**src/sv/ngg_pkg.sv**
```systemverilog
// Package for the noise gate gain ramp: widths, register codes and shared types.
`timescale 1ns / 1ps
`default_nettype none
package ngg_pkg;

    // Gain fixed-point format: unsigned, GAIN_FRAC_BITS fraction bits, unity = 1 << frac
    localparam int GAIN_FRAC_BITS = 16;
    localparam int GAIN_W         = GAIN_FRAC_BITS + 1;
    localparam int SAMPLE_W       = 16;
    localparam int GAIN_OUT_W     = 17;
    localparam int THRESH_W       = 16;
    localparam int FLOOR_W        = 16;
    localparam int STEP_W         = 17;
    localparam int HOLD_W         = 16;
    localparam int COUNT_W        = 17;
    localparam int CFG_IDX_W      = 3;
    localparam int CFG_DATA_W     = 17;

    // Working width for the ramp add and subtract, with headroom
    localparam int CALC_W = ((GAIN_W > STEP_W) ? GAIN_W : STEP_W) + 2;

    localparam logic [GAIN_W-1:0]  UNITY_GAIN = GAIN_W'(1) << GAIN_FRAC_BITS;
    localparam logic [COUNT_W-1:0] COUNT_MAX  = '1;

    // Register reset values
    localparam logic                RST_GATE_ENABLE = 1'b1;
    localparam logic [THRESH_W-1:0] RST_THRESHOLD   = THRESH_W'(3277);
    localparam logic [FLOOR_W-1:0]  RST_FLOOR_GAIN  = FLOOR_W'(58982);
    localparam logic [STEP_W-1:0]   RST_RELEASE     = STEP_W'(3);
    localparam logic [STEP_W-1:0]   RST_ATTACK      = STEP_W'(14);
    localparam logic [HOLD_W-1:0]   RST_HOLD_LIMIT  = HOLD_W'(480);

    typedef enum logic [CFG_IDX_W-1:0] {
        CFG_GATE_ENABLE  = 3'd0,
        CFG_THRESHOLD    = 3'd1,
        CFG_FLOOR_GAIN   = 3'd2,
        CFG_RELEASE_STEP = 3'd3,
        CFG_ATTACK_STEP  = 3'd4,
        CFG_HOLD_LIMIT   = 3'd5
    } t_cfg_idx;

    typedef struct packed {
        logic                gate_enable;
        logic [THRESH_W-1:0] threshold_level;
        logic [FLOOR_W-1:0]  floor_gain;
        logic [STEP_W-1:0]   release_step;
        logic [STEP_W-1:0]   attack_step;
        logic [HOLD_W-1:0]   hold_limit;
    } t_cfg;

    typedef struct packed {
        logic [GAIN_W-1:0]  gain_level;
        logic               gate_closed;
        logic [COUNT_W-1:0] loud_count;
    } t_gate_state;

    typedef struct packed {
        logic signed [SAMPLE_W-1:0] sample_out;
        logic                       gate_closed_flag;
        logic [GAIN_OUT_W-1:0]      gain_now;
    } t_result;

endpackage
`default_nettype wire

```
**src/sv/ngg_in_if.sv**
```systemverilog
// Input channel interface: one audio sample per transaction.
`timescale 1ns / 1ps
`default_nettype none
interface ngg_in_if;
    logic                                     valid;
    logic                                     ready;
    logic signed [ngg_pkg::SAMPLE_W-1:0]      sample_in;

    modport source (output valid, output sample_in, input ready);
    modport sink   (input valid, input sample_in, output ready);
endinterface
`default_nettype wire

```
**src/sv/ngg_out_if.sv**
```systemverilog
// Output channel interface: scaled sample, gate flag and applied gain.
`timescale 1ns / 1ps
`default_nettype none
interface ngg_out_if;
    logic                                     valid;
    logic                                     ready;
    logic signed [ngg_pkg::SAMPLE_W-1:0]      sample_out;
    logic                                     gate_closed_flag;
    logic [ngg_pkg::GAIN_OUT_W-1:0]           gain_now;

    modport source (output valid, output sample_out, output gate_closed_flag,
                    output gain_now, input ready);
    modport sink   (input valid, input sample_out, input gate_closed_flag,
                    input gain_now, output ready);
endinterface
`default_nettype wire

```
**src/sv/ngg_gain_core.sv**
```systemverilog
// Gate and gain ramp update plus sample scaling for one sample.
`timescale 1ns / 1ps
`default_nettype none
module ngg_gain_core (
    input  wire ngg_pkg::t_cfg                          i_cfg,
    input  wire ngg_pkg::t_gate_state                   i_state,
    input  wire logic signed [ngg_pkg::SAMPLE_W-1:0]    i_sample,
    output ngg_pkg::t_gate_state                        o_state,
    output ngg_pkg::t_result                            o_result
);
    localparam int CALC_W = ngg_pkg::CALC_W;
    localparam int PROD_W = ngg_pkg::SAMPLE_W + ngg_pkg::GAIN_W + 1;
    localparam int SHR_W  = PROD_W - ngg_pkg::GAIN_FRAC_BITS;

    logic [ngg_pkg::SAMPLE_W:0]            w_mag;
    logic                                  w_quiet;
    logic [CALC_W-1:0]                     w_gain;
    logic [CALC_W-1:0]                     w_floor;
    logic [CALC_W-1:0]                     w_unity;
    logic [CALC_W-1:0]                     w_sum;
    logic [ngg_pkg::COUNT_W-1:0]           w_count_inc;
    logic [ngg_pkg::GAIN_W-1:0]            w_gain_next;
    logic signed [ngg_pkg::GAIN_W:0]       w_gain_s;
    logic signed [PROD_W-1:0]              w_prod;
    logic signed [SHR_W-1:0]               w_shr;
    logic signed [ngg_pkg::SAMPLE_W-1:0]   w_scaled;

    // Magnitude, one bit wider so full-scale negative is 32768
    assign w_mag   = i_sample[ngg_pkg::SAMPLE_W-1]
                   ? (ngg_pkg::SAMPLE_W+1)'(-$signed({i_sample[ngg_pkg::SAMPLE_W-1], i_sample}))
                   : {1'b0, i_sample};
    assign w_quiet = w_mag < (ngg_pkg::SAMPLE_W+1)'(i_cfg.threshold_level);

    assign w_gain  = CALC_W'(i_state.gain_level);
    assign w_floor = CALC_W'(i_cfg.floor_gain);
    assign w_unity = CALC_W'(ngg_pkg::UNITY_GAIN);
    assign w_sum   = w_gain + CALC_W'(i_cfg.attack_step);

    assign w_count_inc = (i_state.loud_count != ngg_pkg::COUNT_MAX)
                       ? i_state.loud_count + 1'b1 : i_state.loud_count;

    always_comb begin
        o_state = i_state;
        if (i_cfg.gate_enable) begin
            if (w_quiet) begin
                if (!i_state.gate_closed) begin
                    o_state.gate_closed = 1'b1;
                    o_state.loud_count  = '0;
                end
                // ramp down, clamp at floor
                if (w_gain > w_floor) begin
                    if (CALC_W'(i_cfg.release_step) >= (w_gain - w_floor)) begin
                        o_state.gain_level = ngg_pkg::GAIN_W'(w_floor);
                    end else begin
                        o_state.gain_level =
                            ngg_pkg::GAIN_W'(w_gain - CALC_W'(i_cfg.release_step));
                    end
                end
            end else begin
                if (i_state.gate_closed) begin
                    o_state.loud_count = w_count_inc;
                    if (w_count_inc > ngg_pkg::COUNT_W'(i_cfg.hold_limit)) begin
                        o_state.gate_closed = 1'b0;
                    end
                end
                // ramp up, clamp at unity
                if (w_gain < w_unity) begin
                    o_state.gain_level = (w_sum > w_unity) ? ngg_pkg::UNITY_GAIN
                                                           : ngg_pkg::GAIN_W'(w_sum);
                end
            end
        end
    end

    assign w_gain_next = o_state.gain_level;
    assign w_gain_s    = $signed({1'b0, w_gain_next});
    assign w_prod      = PROD_W'(i_sample) * PROD_W'(w_gain_s);
    assign w_shr       = w_prod[PROD_W-1:ngg_pkg::GAIN_FRAC_BITS];

    // Floor shift, saturate to sample range
    always_comb begin
        if (w_shr > SHR_W'(32767)) begin
            w_scaled = 16'sh7FFF;
        end else if (w_shr < -SHR_W'(32768)) begin
            w_scaled = -16'sh8000;
        end else begin
            w_scaled = w_shr[ngg_pkg::SAMPLE_W-1:0];
        end
    end

    always_comb begin
        if (i_cfg.gate_enable) begin
            o_result.sample_out = w_scaled;
            o_result.gain_now   = ngg_pkg::GAIN_OUT_W'(w_gain_next);
        end else begin
            o_result.sample_out = i_sample;
            o_result.gain_now   = ngg_pkg::GAIN_OUT_W'(ngg_pkg::UNITY_GAIN);
        end
        o_result.gate_closed_flag = o_state.gate_closed;
    end

endmodule
`default_nettype wire

```
**src/sv/noise_gate_gain_ramp.sv**
```systemverilog
// Top level of the noise gate with attack/release gain ramp and hold counter.
//
//  Port group   Dir  Payload                                   Handshake
//  i_sample     in   sample_in (s16)                           valid/ready
//  o_result     out  sample_out (s16), gate_closed_flag, gain  valid/ready
//  i_cfg_*      in   index (3b), data (17b)                    write enable only
//
// One sample per cycle sustained while the output does not stall.
// Stage 1 holds the accepted sample, stage 2 is the result register. The
// gate/gain state updates when a sample moves from stage 1 into stage 2,
// so the compare, ramp clamp and multiply sit in that single path.
// Synchronous active-low reset sets valids, state, config to defaults, not payloads.
// Output stall backs up through stage 1; with both stages full, input ready drops.
`timescale 1ns / 1ps
`default_nettype none
module noise_gate_gain_ramp (
    input  wire logic                                 i_clk,
    input  wire logic                                 i_rst_n,
    ngg_in_if.sink                                    i_sample,
    ngg_out_if.source                                 o_result,
    input  wire logic                                 i_cfg_we,
    input  wire logic [ngg_pkg::CFG_IDX_W-1:0]        i_cfg_index,
    input  wire logic [ngg_pkg::CFG_DATA_W-1:0]       i_cfg_data
);
    // configuration registers
    ngg_pkg::t_cfg                          r_cfg;
    // running gate state
    ngg_pkg::t_gate_state                   r_state;
    ngg_pkg::t_gate_state                   n_state;

    // stage 1: accepted sample
    logic                                   r_s1_valid;
    logic signed [ngg_pkg::SAMPLE_W-1:0]    r_s1_sample;

    // stage 2: result register
    logic                                   r_out_valid;
    ngg_pkg::t_result                       r_out;
    ngg_pkg::t_result                       n_out;

    logic                                   w_out_free;
    logic                                   w_s1_move;
    logic                                   w_in_ready;

    assign w_out_free = !r_out_valid || o_result.ready;
    assign w_s1_move  = r_s1_valid && w_out_free;
    assign w_in_ready = !r_s1_valid || w_out_free;

    assign i_sample.ready = w_in_ready;

    assign o_result.valid            = r_out_valid;
    assign o_result.sample_out       = r_out.sample_out;
    assign o_result.gate_closed_flag = r_out.gate_closed_flag;
    assign o_result.gain_now         = r_out.gain_now;

    ngg_gain_core u_core (
        .i_cfg    (r_cfg),
        .i_state  (r_state),
        .i_sample (r_s1_sample),
        .o_state  (n_state),
        .o_result (n_out)
    );

    // register write decode; unknown indexes are dropped
    always_ff @(posedge i_clk) begin
        if (!i_rst_n) begin
            r_cfg.gate_enable     <= ngg_pkg::RST_GATE_ENABLE;
            r_cfg.threshold_level <= ngg_pkg::RST_THRESHOLD;
            r_cfg.floor_gain      <= ngg_pkg::RST_FLOOR_GAIN;
            r_cfg.release_step    <= ngg_pkg::RST_RELEASE;
            r_cfg.attack_step     <= ngg_pkg::RST_ATTACK;
            r_cfg.hold_limit      <= ngg_pkg::RST_HOLD_LIMIT;
        end else if (i_cfg_we) begin
            unique case (ngg_pkg::t_cfg_idx'(i_cfg_index))
                ngg_pkg::CFG_GATE_ENABLE: begin
                    r_cfg.gate_enable <= i_cfg_data[0];
                end
                ngg_pkg::CFG_THRESHOLD: begin
                    r_cfg.threshold_level <= i_cfg_data[ngg_pkg::THRESH_W-1:0];
                end
                ngg_pkg::CFG_FLOOR_GAIN: begin
                    r_cfg.floor_gain <= i_cfg_data[ngg_pkg::FLOOR_W-1:0];
                end
                ngg_pkg::CFG_RELEASE_STEP: begin
                    r_cfg.release_step <= i_cfg_data[ngg_pkg::STEP_W-1:0];
                end
                ngg_pkg::CFG_ATTACK_STEP: begin
                    r_cfg.attack_step <= i_cfg_data[ngg_pkg::STEP_W-1:0];
                end
                ngg_pkg::CFG_HOLD_LIMIT: begin
                    r_cfg.hold_limit <= i_cfg_data[ngg_pkg::HOLD_W-1:0];
                end
                default: begin
                end
            endcase
        end
    end

    // stage 1 and stage 2 valids and gate state
    always_ff @(posedge i_clk) begin
        if (!i_rst_n) begin
            r_s1_valid          <= 1'b0;
            r_out_valid         <= 1'b0;
            r_state.gain_level  <= ngg_pkg::UNITY_GAIN;
            r_state.gate_closed <= 1'b0;
            r_state.loud_count  <= '0;
        end else begin
            if (w_in_ready) begin
                r_s1_valid <= i_sample.valid;
            end
            if (w_s1_move) begin
                r_state     <= n_state;
                r_out_valid <= 1'b1;
            end else if (o_result.ready) begin
                r_out_valid <= 1'b0;
            end
        end
    end

    // payload registers, no reset
    always_ff @(posedge i_clk) begin
        if (w_in_ready && i_sample.valid) begin
            r_s1_sample <= i_sample.sample_in;
        end
        if (w_s1_move) begin
            r_out <= n_out;
        end
    end

endmodule
`default_nettype wire
```
**src/flat_wrapper.sv**
```systemverilog
// flat-port wrapper written by rule: the top's interface ports become plain ports
module noise_gate_gain_ramp_flat 
  (i_clk, i_rst_n, i_cfg_we, i_cfg_index, i_cfg_data, i_sample_valid, i_sample_sample_in, i_sample_ready, o_result_valid, o_result_sample_out, o_result_gate_closed_flag, o_result_gain_now, o_result_ready);
  ngg_in_if i_sample_i ();
  ngg_out_if o_result_i ();
  input  wire logic i_clk;
  input  wire logic i_rst_n;
  input  wire logic i_cfg_we;
  input  wire logic [ngg_pkg::CFG_IDX_W-1:0] i_cfg_index;
  input  wire logic [ngg_pkg::CFG_DATA_W-1:0] i_cfg_data;
  input wire logic [$bits(i_sample_i.valid)-1:0] i_sample_valid;
  input wire logic [$bits(i_sample_i.sample_in)-1:0] i_sample_sample_in;
  output wire logic [$bits(i_sample_i.ready)-1:0] i_sample_ready;
  output wire logic [$bits(o_result_i.valid)-1:0] o_result_valid;
  output wire logic [$bits(o_result_i.sample_out)-1:0] o_result_sample_out;
  output wire logic [$bits(o_result_i.gate_closed_flag)-1:0] o_result_gate_closed_flag;
  output wire logic [$bits(o_result_i.gain_now)-1:0] o_result_gain_now;
  input wire logic [$bits(o_result_i.ready)-1:0] o_result_ready;
  assign i_sample_i.valid = i_sample_valid;
  assign i_sample_i.sample_in = i_sample_sample_in;
  assign i_sample_ready = i_sample_i.ready;
  assign o_result_valid = o_result_i.valid;
  assign o_result_sample_out = o_result_i.sample_out;
  assign o_result_gate_closed_flag = o_result_i.gate_closed_flag;
  assign o_result_gain_now = o_result_i.gain_now;
  assign o_result_i.ready = o_result_ready;
  noise_gate_gain_ramp u_core (.i_clk(i_clk), .i_rst_n(i_rst_n), .i_sample(i_sample_i), .o_result(o_result_i), .i_cfg_we(i_cfg_we), .i_cfg_index(i_cfg_index), .i_cfg_data(i_cfg_data));
endmodule
```
**config.mk**
```make
export PLATFORM = sky130hd
export DESIGN_NAME = noise_gate_gain_ramp_flat
export DESIGN_NICKNAME = d
export VERILOG_FILES = /design/src/sv/ngg_pkg.sv /design/src/sv/ngg_in_if.sv /design/src/sv/ngg_out_if.sv /design/src/sv/ngg_gain_core.sv /design/src/sv/noise_gate_gain_ramp.sv /design/src/flat_wrapper.sv
export SDC_FILE = /design/constraint.sdc
export NUM_CORES = 1
export LEC_CHECK = 0
export BUFFER_PORTS_ARGS = -buffer_cell sky130_fd_sc_hd__buf_2
export CORE_UTILIZATION = 65
export DETAILED_ROUTE_END_ITERATION = 10
export PLACE_DENSITY = 0.9
export SKIP_LAST_GASP = 1
export SLEW_MARGIN = 0
export SYNTH_ARGS = -nofsm -noshare
export SYNTH_HDL_FRONTEND = slang
export SYNTH_SLANG_ARGS = --single-unit
export TNS_END_PERCENT = 1
```
**constraint.sdc**
```tcl
create_clock -name i_clk -period 11.7 [get_ports i_clk]
set_input_delay 0.585 -clock i_clk [delete_from_list [all_inputs] [get_ports i_clk]]
set_output_delay 0.585 -clock i_clk [all_outputs]
set_load 0.01 [all_outputs]
```
== Word-level counts from Yosys, hierarchy flattened ==
Cells that the tools add are included.
Word-level totals
  register bits: 170
  bits of input ports: 41
  output and inout port bits: 36
  logic and storage cells: 68
Cells by class
  add/subtract/negate cells: 5
  multiply operators: 1
  magnitude comparators: 8
  equal/unequal tests: 7
  multiplexer cells: 16
  reduce and logical (&&, ||, !) cells: 16
Operators by type and width (count)
  $mux W17: 7
  $mux W35: 2
  $mux W16: 3
  $gt A17 B16 Y1: 2
  $mul A16 B18 Y34: 1
  $ge A17 B19 Y1: 1
  $add A17 B17 Y18: 1
  $gt A18 B16 Y1 const B: 1
  $gt A18 B17 Y1 const B: 1
  $lt A18 B16 Y1 const B: 1
  $mux W18: 1
  $sub A17 B16 Y18: 1
  $add A17 B1 Y17 const B: 1
  $lt A17 B16 Y1: 1
  $lt A17 B17 Y1 const B: 1
  $ne A17 B17 Y1 const B: 1
  $neg A16 Y17: 1
  $sub A17 B17 Y17: 1
  $reduce_and A2 Y1: 6
  $eq A3 B2 Y1 const B: 2
  $eq A3 B3 Y1 const B: 2
  $reduce_and A4 Y1: 1
  $reduce_bool A2 Y1: 2
  $eq A3 B1 Y1 const B: 1
  other kinds (6): 11

== Longest topological paths before layout ==
Gate-level depths: netlist of run 1.
  depth in word-level cells: 12
  gate-level depth with buffers: 52

== Cells and area by module ==
A second synthesis of run 1 with hierarchy kept.
Second synthesis, totals
  cells, all modules: 2411
  area total of the unflattened synthesis: 20588.5 µm²
Modules (own cells, without submodules)
  ngg_gain_core: instances 1, cells an instance 1891, area each 14757.9 µm², seq. area each 0.0 µm²
  noise_gate_gain_ramp: instances 1, cells an instance 520, area each 5830.6 µm², seq. area each 3903.7 µm²

== Worst setup path before layout of run 1 ==
Ideal clock, no wire load.
  path kind: register -> register
  start: register u_core.r_state[19] (netlist bit)
  end: register u_core.r_out, in the netlist u_core.o_result.sample_out[8], data pin
  arrival: 10.408 ns
  data required time: 11.439 ns
  path slack: 1.031 ns
  stages on the path, launching flop included: 46
  buffers on the path: 4
  clock period less this slack: 10.669 ns
  path through: dfxtp_1 > ha_1 > nor2b_4 > o31a_1 > o311a_4 > nor4_4 > nor2_2 > a21o_1 > a21oi_1 > xor2_1 > ha_1 > a211oi_1 > o21ai_0 > a41o_1 > o211a_4 > buf_6 > clkbuf_1 > o21ai_0 > (+10 left out) > fa_1 > inv_1 > fa_1 > inv_1 > ha_1 > a21o_1 > a21o_1 > a21oi_1 > o21ai_0 > a41oi_1 > o21ai_0 > a211o_1 > o22a_1 > o31ai_4 > xor2_2 > o311ai_2 > buf_6 > a221o_1
RTL lines
  from (decl): line noise_gate_gain_ramp.sv:28  | ngg_pkg::t_gate_state r_state;
  from (signal assigned): line noise_gate_gain_ramp.sv:111  | r_state <= n_state;
  to (signal assigned): line noise_gate_gain_ramp.sv:125  | r_out <= n_out;
  to (decl): line noise_gate_gain_ramp.sv:37  | ngg_pkg::t_result r_out;

==> metrics.txt, run 1 <==
Filler Cells Inserted 2,330; die height 180.0 um; final setup margin 0.4881 ns; minimum clock period 11.21 ns; Hold EP u_core.r_s1_sample[2]$_DFFE_PP_; reg2reg path depth 46; vias per cell 6.236; Multi-input gate area 15,010 um^2; buffers added on ports 76; Post-CTS Hold Buffers 0; fin nets 2,951; WP data arrival 11.41 ns; HPWL after DPL 45,020 um; DRC errors left 0; remaining global-route overflow 0; Setup Viol. Count Final 0; Worst-Skew Late Latency 0.47 ns; prevailing post-synth register cell dfxtp_1; initial antenna violation count 0; most frequent CP cell fa_1; relative slew slack 22.18%; #FFs+latches synth 170; largest net degree at the start of global routing 123; Cell Count Post-Placement 2,848; FF+latch area 3905 um^2; Fmax 0.08919 GHz; Starting Density 66.66%; global-route wire length before repair 95,030 um; synthesized netlist cell count 2,417; CP Capture Type flop; Final GP Congestion 1.012; vias in the first global route 18,230; worst-path cell with the longest stage delay fa_1; startpoint types flop; io pins 77; Post-Layout Cell Count 2,889; final slew viol count 0; Total GRT Usage 37.42%; Vias 18,020; HP Class primary input to flop; CTS Buf Count 17; synthesized area 20,600 um^2; reg2reg start u_core.r_state[18]$_SDFFE_PN0P_; Syn-to-layout area delta 8.362%; Die X 180.0 um; Core Rows 64; top cells by area, synth fa_1 (20%), ha_1 (13%), dfxtp_1 (12%), edfxtp_1 (7.3%), nand2_1 (6.6%); Crit path largest cell delay 0.55 ns; Root Buffer clkbuf_16; Crit path required time 11.90 ns; hold wc startpoint i_sample_sample_in[2]; DIE AREA 32,410 um^2; Setup CP Type flop to flop; post-synthesis net count 2,888; ANT nets after route 0; TritonCTS clock tree built; Ant. Diodes 0; Total Routed Length 59,380 um; clock slew at reported path FFs 0.08 ns; pre-CTS setup slack 0.07721 ns; FF-to-FF setup slack 0.49 ns; CP max FO 17; MaxCap Viol Count 0; Routed wire per std cell 20.55 um; fin crit share 95.83%; Core Footprint 30,910 um^2; htree depth 4; clk_skew 0.02880 ns; R2R Path End u_core.o_result.sample_out[8]$_DFFE_PP_; top-area cell type share of the netlist area 20.40%; Clock Sinks 170; Slew @ Worst Pin 1.167 ns; Synth cell types 80; Post-synth ARST share 0%; Pre-antenna DRT Iters 6; Seq/Total Area, Yosys 18.95%; Yosys top cell by area fa_1; Hold Vio Cnt, Final 0; Avg Cell Area, Syn 8.524 um^2; initial DRC count 1,737; CTS max path bufs 2; Worst Hold Depth 1; YS warnings 0; status finished, final reports clean; layout cells sized above 1 9.025%; EDFF count, synth 50
## worst max-delay path: cells and delay by family, from the launching register on
| family | cells | cell delay (ns) |
|---|---|---|
| AND/OR/NAND/NOR | 7 | 0.86 |
| AO/OA/AOI/OAI | 19 | 4.08 |
| adder cells (fa/ha/maj) | 10 | 4.36 |
| flip-flops | 1 | 0.42 |
| buffers and inverters | 8 | 0.76 |
| XOR/XNOR | 2 | 0.44 |
## state kept, by name, summed over array words and instances (netlist names)
name	flops
u_core.r_state	35
u_core.o_result.valid	1
u_core.o_result.sample_out	16
u_core.o_result.gain_now	17
u_core.r_s1_sample	16
u_core.r_cfg	83
u_core.r_s1_valid	1
u_core.o_result.gate_closed_flag	1
## worst max path at each step
stage	start	endpoint	slack (ns)	cells past startpoint
2_1_floorplan	u_core.r_state[19]$_SDFFE_PN0P_	u_core.o_result.sample_out[8]$_DFFE_PP_	1.03	45
3_3_place_gp	u_core.r_state[19]$_SDFFE_PN0P_	u_core.o_result.sample_out[4]$_DFFE_PP_	0.35	44
3_5_place_dp	u_core.r_state[19]$_SDFFE_PN0P_	u_core.o_result.sample_out[11]$_DFFE_PP_	0.08	41
4_1_cts	u_core.r_state[19]$_SDFFE_PN0P_	u_core.o_result.sample_out[11]$_DFFE_PP_	0.01	41
5_1_grt	u_core.r_s1_sample[0]$_DFFE_PP_	u_core.o_result.sample_out[9]$_DFFE_PP_	-0.003	43
6_report	u_core.r_state[18]$_SDFFE_PN0P_	u_core.o_result.sample_out[8]$_DFFE_PP_	0.49	46
## per-layer routing
layer  vias up  share of wire [%]  global-route usage [%]
met2      1040                 46                   61.17
met3       219                 11                   7.639
met4         0                4.5                   16.34
met5         -                  0                       0
met1      8665                 39                   48.26
li1       8091                  -                       -
## final cells by class
cell class / count / area share, %
Sequential cell: 170 / 17.49
Inverter: 352 / 5.935
Timing Repair Buffer: 150 / 4.433
Multi-Input combinational cell: 1789 / 67.23
Clock buffer: 19 / 2.034
Tap cell: 396 / 2.219
Clock inverter: 13 / 0.6557
## synth_stat cells, types with 6 or more instances
library cell,count
nand2_1,361
inv_1,350
ha_1,220
fa_1,210
and2_1,139
dfxtp_1,120
clkbuf_1,99
o21ai_0,94
nor2_1,92
a21oi_1,88
a21boi_0,72
xnor2_1,54
edfxtp_1,50
nor2b_1,42
a21o_1,34
o211ai_1,33
nand3_1,30
xor2_1,30
nand2b_1,28
o21a_1,27
nand4_1,22
nor3_1,20
a22oi_1,17
a221o_1,16
a211oi_1,14
or3_1,13
o21bai_1,11
o31ai_1,10
o21ai_1,8
a211o_1,7
and3_1,7
mux2i_1,6
nor4_1,6
o31a_1,6
## placed cells by master (no fill, tap or decap), drive strengths merged, types with 5 or more instances in the layout
master | synthesis | final
a211o | 7 | 7
a211oi | 17 | 17
a21boi | 72 | 72
a21o | 34 | 34
a21oi | 88 | 88
a221o | 16 | 16
a22oi | 17 | 17
a31oi | 5 | 5
and2 | 139 | 139
and3 | 8 | 8
buf | 7 | 150
clkbuf | 99 | 19
dfxtp | 120 | 120
edfxtp | 50 | 50
fa | 210 | 210
ha | 220 | 220
inv | 350 | 359
mux2i | 6 | 6
nand2 | 361 | 361
nand2b | 28 | 28
nand3 | 30 | 30
nand4 | 22 | 22
nor2 | 94 | 94
nor2b | 43 | 43
nor3 | 20 | 20
nor4 | 7 | 7
o211ai | 33 | 33
o21a | 27 | 27
o21ai | 102 | 102
o21bai | 11 | 11
o31a | 6 | 6
o31ai | 11 | 11
or2 | 5 | 5
or3 | 13 | 13
xnor2 | 55 | 55
xor2 | 31 | 31
## timing repair
item | CTS | global route
endpoints found under the hold margin | 0 | 0
gates resized for setup | 0 | 15
setup buffers | 0 | 9
endpoints found under the setup margin | 0 | 15
## cell families after synthesis
group / Yosys count / synth area share [%]
AO/OA/AOI/OAI: 487 / 16.59
XOR/XNOR: 86 / 3.783
adder cells (fa/ha/maj): 430 / 33.76
buffers and inverters: 458 / 8.478
flip-flops: 170 / 18.95
multiplexers: 8 / 0.4008
AND/OR/NAND/NOR: 778 / 18.04
## per-stage QoR
stage	hold slack, ns	TNS, ns	cell area (um^2)	utilization, %
2_1_floorplan	0.4328	0	20600	-
3_3_place_gp	0.4548	0	21560	69.75
3_5_place_dp	0.4596	0	21560	69.75
4_1_cts	0.2967	0	22160	71.69
5_1_grt	0.2993	-0.003073	22330	72.23
6_report	0.3070	0	22330	72.23
Power of run 1 is left out: the tool's default activity adds up to more than one toggle a clock period on the data nets, which glitch-free logic cannot reach.
==> inputs of run 2 (changes only) <==
--- a/config.mk
+++ b/config.mk
@@ -8,7 +8,7 @@
 export BUFFER_PORTS_ARGS = -buffer_cell sky130_fd_sc_hd__buf_2
 export CORE_UTILIZATION = 65
 export DETAILED_ROUTE_END_ITERATION = 10
-export PLACE_DENSITY = 0.9
+export PLACE_DENSITY = 0.83
 export SKIP_LAST_GASP = 1
 export SLEW_MARGIN = 0
 export SYNTH_ARGS = -nofsm -noshare
==> metrics.txt, run 2 (synthesized netlist as in run 1, its figures left out) <==
status finished, final reports clean; Total Routed Length 59,630 um; R2R Path End u_core.o_result.sample_out[3]$_DFFE_PP_; buffers added on ports 76; relative slew slack 8.376%; vias in the first global route 17,960; clock slew at reported path FFs 0.08 ns; reg2reg start u_core.r_cfg[51]$_SDFFE_PN1P_; Setup CP Type flop to flop; HP Class primary input to flop; htree depth 4; GR Util met1 49.14%; CTS Buf Count 17; Fmax 0.08822 GHz; Ant. Diodes 0; Slew @ Worst Pin 1.369 ns; RSZ-0062 raised after global routing true; hold wc startpoint i_sample_sample_in[11]; vias per cell 6.215; FF-to-FF setup slack 0.36 ns; die height 180.0 um; Starting Density 66.66%; Setup Viol. Count Final 0; placed inst area 21,470 um^2; Syn-to-layout area delta 8.016%; most frequent cells in the layout nand2_1 (361), inv_1 (350), ha_1 (220), fa_1 (210), and2_1 (139); TritonCTS clock tree built; Final GP Congestion 0.9726; ANT nets after route 0; initial antenna violation count 1; initial DRC count 2,029; Pre-antenna DRT Iters 6; final hold slack 0.2932 ns; Root Buffer clkbuf_16; startpoint types flop; most frequent CP cell fa_1; final slew viol count 0; Worst-Skew Late Latency 0.47 ns; DRC errors left 0; Post-Layout Cell Count 2,878; M2 GR Usage 61.56%; Core Footprint 30,910 um^2; DIE AREA 32,410 um^2; Routed wire per std cell 20.72 um; largest net degree at the start of global routing 123; Core Rows 64; M3 GR Usage 8.023%; Die X 180.0 um; layout cells sized above 1 8.622%; CTS max path bufs 2; CP max FO 19; Post-CTS Hold Buffers 0; Hold Vio Cnt, Final 0; Hold EP u_core.r_s1_sample[11]$_DFFE_PP_; fin nets 2,940; Filler Cells Inserted 2,350; Crit path required time 11.91 ns; clk_skew 0.02340 ns; WP data arrival 11.55 ns; MaxCap Viol Count 0; busiest grt layer met2; Vias 17,890; commonest non-fill, non-tap cell in the layout nand2_1; final setup TNS 0 ns; Crit path largest cell delay 0.56 ns; CP Capture Type flop; Cell Count Post-Placement 2,838; max reg flops 83; minimum clock period 11.34 ns; io pins 77; Multi-input gate area 15,010 um^2; Worst Hold Depth 1; FF+latch area 3906 um^2; worst-path cell with the longest stage delay fa_1; reg2reg path depth 46; remaining global-route overflow 0; final instance area 22,260 um^2; Clock Sinks 170; Biggest register u_core.r_cfg; HPWL after DPL 44,890 um; global-route wire length before repair 95,520 um; Total GRT Usage 37.84%; fin crit share 96.89%
run 2: through the flow:
step                      setup slack, ns  utilization (%)
final                              0.3644            72.00
after global routing             -0.03761            72.00
after CTS                          0.1816            71.64
after detailed placement         -0.03293            69.47
after global placement             0.2985            69.47
after floorplan                     1.031                -
run 2: worst max-delay path by stage:
stage / slack, ns / start / cells after the start / to
floorplan: 1.03 / u_core.r_state[19]$_SDFFE_PN0P_ / 45 / u_core.o_result.sample_out[8]$_DFFE_PP_
global placement: 0.30 / u_core.r_state[19]$_SDFFE_PN0P_ / 41 / u_core.o_result.sample_out[1]$_DFFE_PP_
detailed placement: -0.03 / u_core.r_state[19]$_SDFFE_PN0P_ / 42 / u_core.o_result.sample_out[3]$_DFFE_PP_
CTS: 0.18 / u_core.r_state[19]$_SDFFE_PN0P_ / 42 / u_core.o_result.sample_out[3]$_DFFE_PP_
global route: -0.04 / u_core.r_cfg[51]$_SDFFE_PN1P_ / 48 / u_core.o_result.sample_out[3]$_DFFE_PP_
finish: 0.36 / u_core.r_cfg[51]$_SDFFE_PN1P_ / 46 / u_core.o_result.sample_out[3]$_DFFE_PP_
run 2: worst max-delay path: cells and delay by family, from the launching register on:
kind            cells  cell delay [ns]
compound gates     22             4.54
xor+xnor            2             0.46
fa+ha+maj           9             4.06
buf+inv             8             0.93
flops               1             0.40
mux                 1             0.14
simple gates        4             0.51
run 2: metal layers:
| metal | part of all wire [%] | routed length, um | up-vias |
|---|---|---|---|
| li1 | - | - | 8089 |
| met3 | 11 | 6266 | 194 |
| met5 | 0 | 0 | - |
| met2 | 46 | 27470 | 986 |
| met4 | 4.1 | 2460 | 0 |
| met1 | 39 | 23440 | 8617 |
run 2: area by class of cell:
class                      instances  area share [%]
clock buffer                      18           2.024
timing repair buffer             139           3.941
multi-input combinational       1789           67.43
inverter                         352           5.937
sequential                       170           17.55
clock inverter                    14          0.8883
tap                              396           2.226
run 2: what timing repair did:
item	CTS	global route
cloned	0	0
setup buffers	2	6
setup endpoints to repair	15	16
pin swaps	1	2
gates resized for setup	1	13
Power of run 2 is left out for the same reason.
==> inputs of run 3 (changes only) <==
--- a/config.mk
+++ b/config.mk
@@ -9,6 +9,7 @@
 export CORE_UTILIZATION = 65
 export DETAILED_ROUTE_END_ITERATION = 10
 export PLACE_DENSITY = 0.83
+export RECOVER_POWER = 25
 export SKIP_LAST_GASP = 1
 export SLEW_MARGIN = 0
 export SYNTH_ARGS = -nofsm -noshare
==> metrics.txt, run 3 (synthesized netlist as in run 1, its figures left out) <==
Cell Count Post-Placement 2,838; Worst-Skew Late Latency 0.47 ns; met3 WL 5967 um; initial DRC count 1,935; DR top layer met4; ANT nets after route 0; TritonCTS clock tree built; htree depth 4; clk_skew 0.02502 ns; Post-CTS Hold Buffers 0; buffers added on ports 76; CP Capture Type flop; most frequent cells in the layout nand2_1 (361), inv_1 (350), ha_1 (220), fa_1 (210), and2_1 (138); DIE AREA 32,410 um^2; Final GP Congestion 0.9726; RSZ-0062 raised after global routing true; global-route wire length before repair 95,520 um; io pins 77; final slew viol count 123; Met2 Routed Length 27,260 um; Starting Density 66.66%; Root Buffer clkbuf_16; Setup CP Type flop to flop; Routed wire per std cell 20.70 um; startpoint types flop; max reg flops 83; Biggest register u_core.r_cfg; vias in the first global route 17,960; Total GRT Usage 37.84%; Post-Layout Cell Count 2,878; CTS max path bufs 2; minimum clock period 11.36 ns; WP data arrival 11.57 ns; Clock Sinks 170; Pre-antenna DRT Iters 6; remaining global-route overflow 0; status finished, violations left; MaxCap Viol Count 1; Slew @ Worst Pin 4.802 ns; pre-CTS setup slack -0.03293 ns; Core Rows 64; commonest non-fill, non-tap cell in the layout nand2_1; fin crit share 97.11%; fin nets 2,940; layout cells sized above 1 8.179%; relative slew slack -220.1%; Fmax 0.08802 GHz; vias per cell 6.221; CP max FO 19; Syn-to-layout area delta 7.937%; largest net degree at the start of global routing 123; Vias 17,900; Ant. Diodes 0; DRC errors left 0; final setup margin 0.3384 ns; worst-path cell with the longest stage delay fa_1; Die X 180.0 um; initial antenna violation count 1; die height 180.0 um; Met1 Wirelength 23,700 um; failing checks max-capacitance violations, max-slew violations; CTS Buf Count 17; most frequent CP cell fa_1; Core Footprint 30,910 um^2; Setup Viol. Count Final 0; final setup TNS 0 ns; Crit path largest cell delay 0.56 ns; Crit path required time 11.91 ns; Total Routed Length 59,570 um; HPWL after DPL 44,890 um; Hold Vio Cnt, Final 0; HP Class primary input to flop; clock slew at reported path FFs 0.08 ns
==> run 3: cell types whose count changed in the layout (fill, tap and decap cells not counted), sizes merged <==
cell | before | now
clkbuf | 18 | 29
buf | 139 | 128
==> run 3: area by class of cell <==
class / count / area, um^2
multi-input combinational: 1789 / 15010
clock inverter: 14 / 197.7
inverter: 352 / 1321
tap: 396 / 495.5
sequential: 170 / 3906
clock buffer: 18 / 450.4
fill: 2357 / 8671
timing repair buffer: 139 / 860.8
==> run 3: worst paths after layout <==
path                                      start  slack (ns)                                       to  cells past startpoint
setup / recovery  u_core.r_cfg[51]$_SDFFE_PN1P_        0.34  u_core.o_result.sample_out[3]$_DFFE_PP_                     46
hold reg to reg   u_core.r_cfg[57]$_SDFFE_PN0P_        0.47            u_core.r_cfg[57]$_SDFFE_PN0P_                      2
setup reg to reg  u_core.r_cfg[51]$_SDFFE_PN1P_        0.34  u_core.o_result.sample_out[3]$_DFFE_PP_                     46
hold / removal           i_sample_sample_in[11]        0.29         u_core.r_s1_sample[11]$_DFFE_PP_                      1
==> run 3: timing repair <==
action                                  CTS  global route
setup buffers                             2             6
resized for setup                         1            13
pin swaps                                 1             2
endpoints found under the setup margin   15            16
==> run 3: stage by stage <==
| step | area (um^2) | utilization (%) | hold WS (ns) |
|---|---|---|---|
| after CTS | 22150 | 71.64 | 0.2833 |
| final | 22240 | 71.95 | 0.2949 |
| after global placement | 21470 | 69.47 | 0.4552 |
| after detailed placement | 21470 | 69.47 | 0.4610 |
| after global routing | 22240 | 71.95 | 0.2802 |
| after floorplan | 20600 | - | 0.4328 |
==> run 3: worst max-delay path, delay by kind of cell, from the launching register on <==
kind / cells / cell delay, ns
simple gates: 4 / 0.53
buf+inv: 8 / 0.93
mux: 1 / 0.14
compound gates: 22 / 4.58
flops: 1 / 0.40
fa+ha+maj: 9 / 4.06
xor+xnor: 2 / 0.46
==> run 3: metal layers <==
layer	up-vias	GRT usage, %
li1	8096	-
met1	8636	49.14
met2	970	61.56
met3	202	8.023
met4	0	15.79
met5	-	0
Power of run 3 is left out for the same reason.
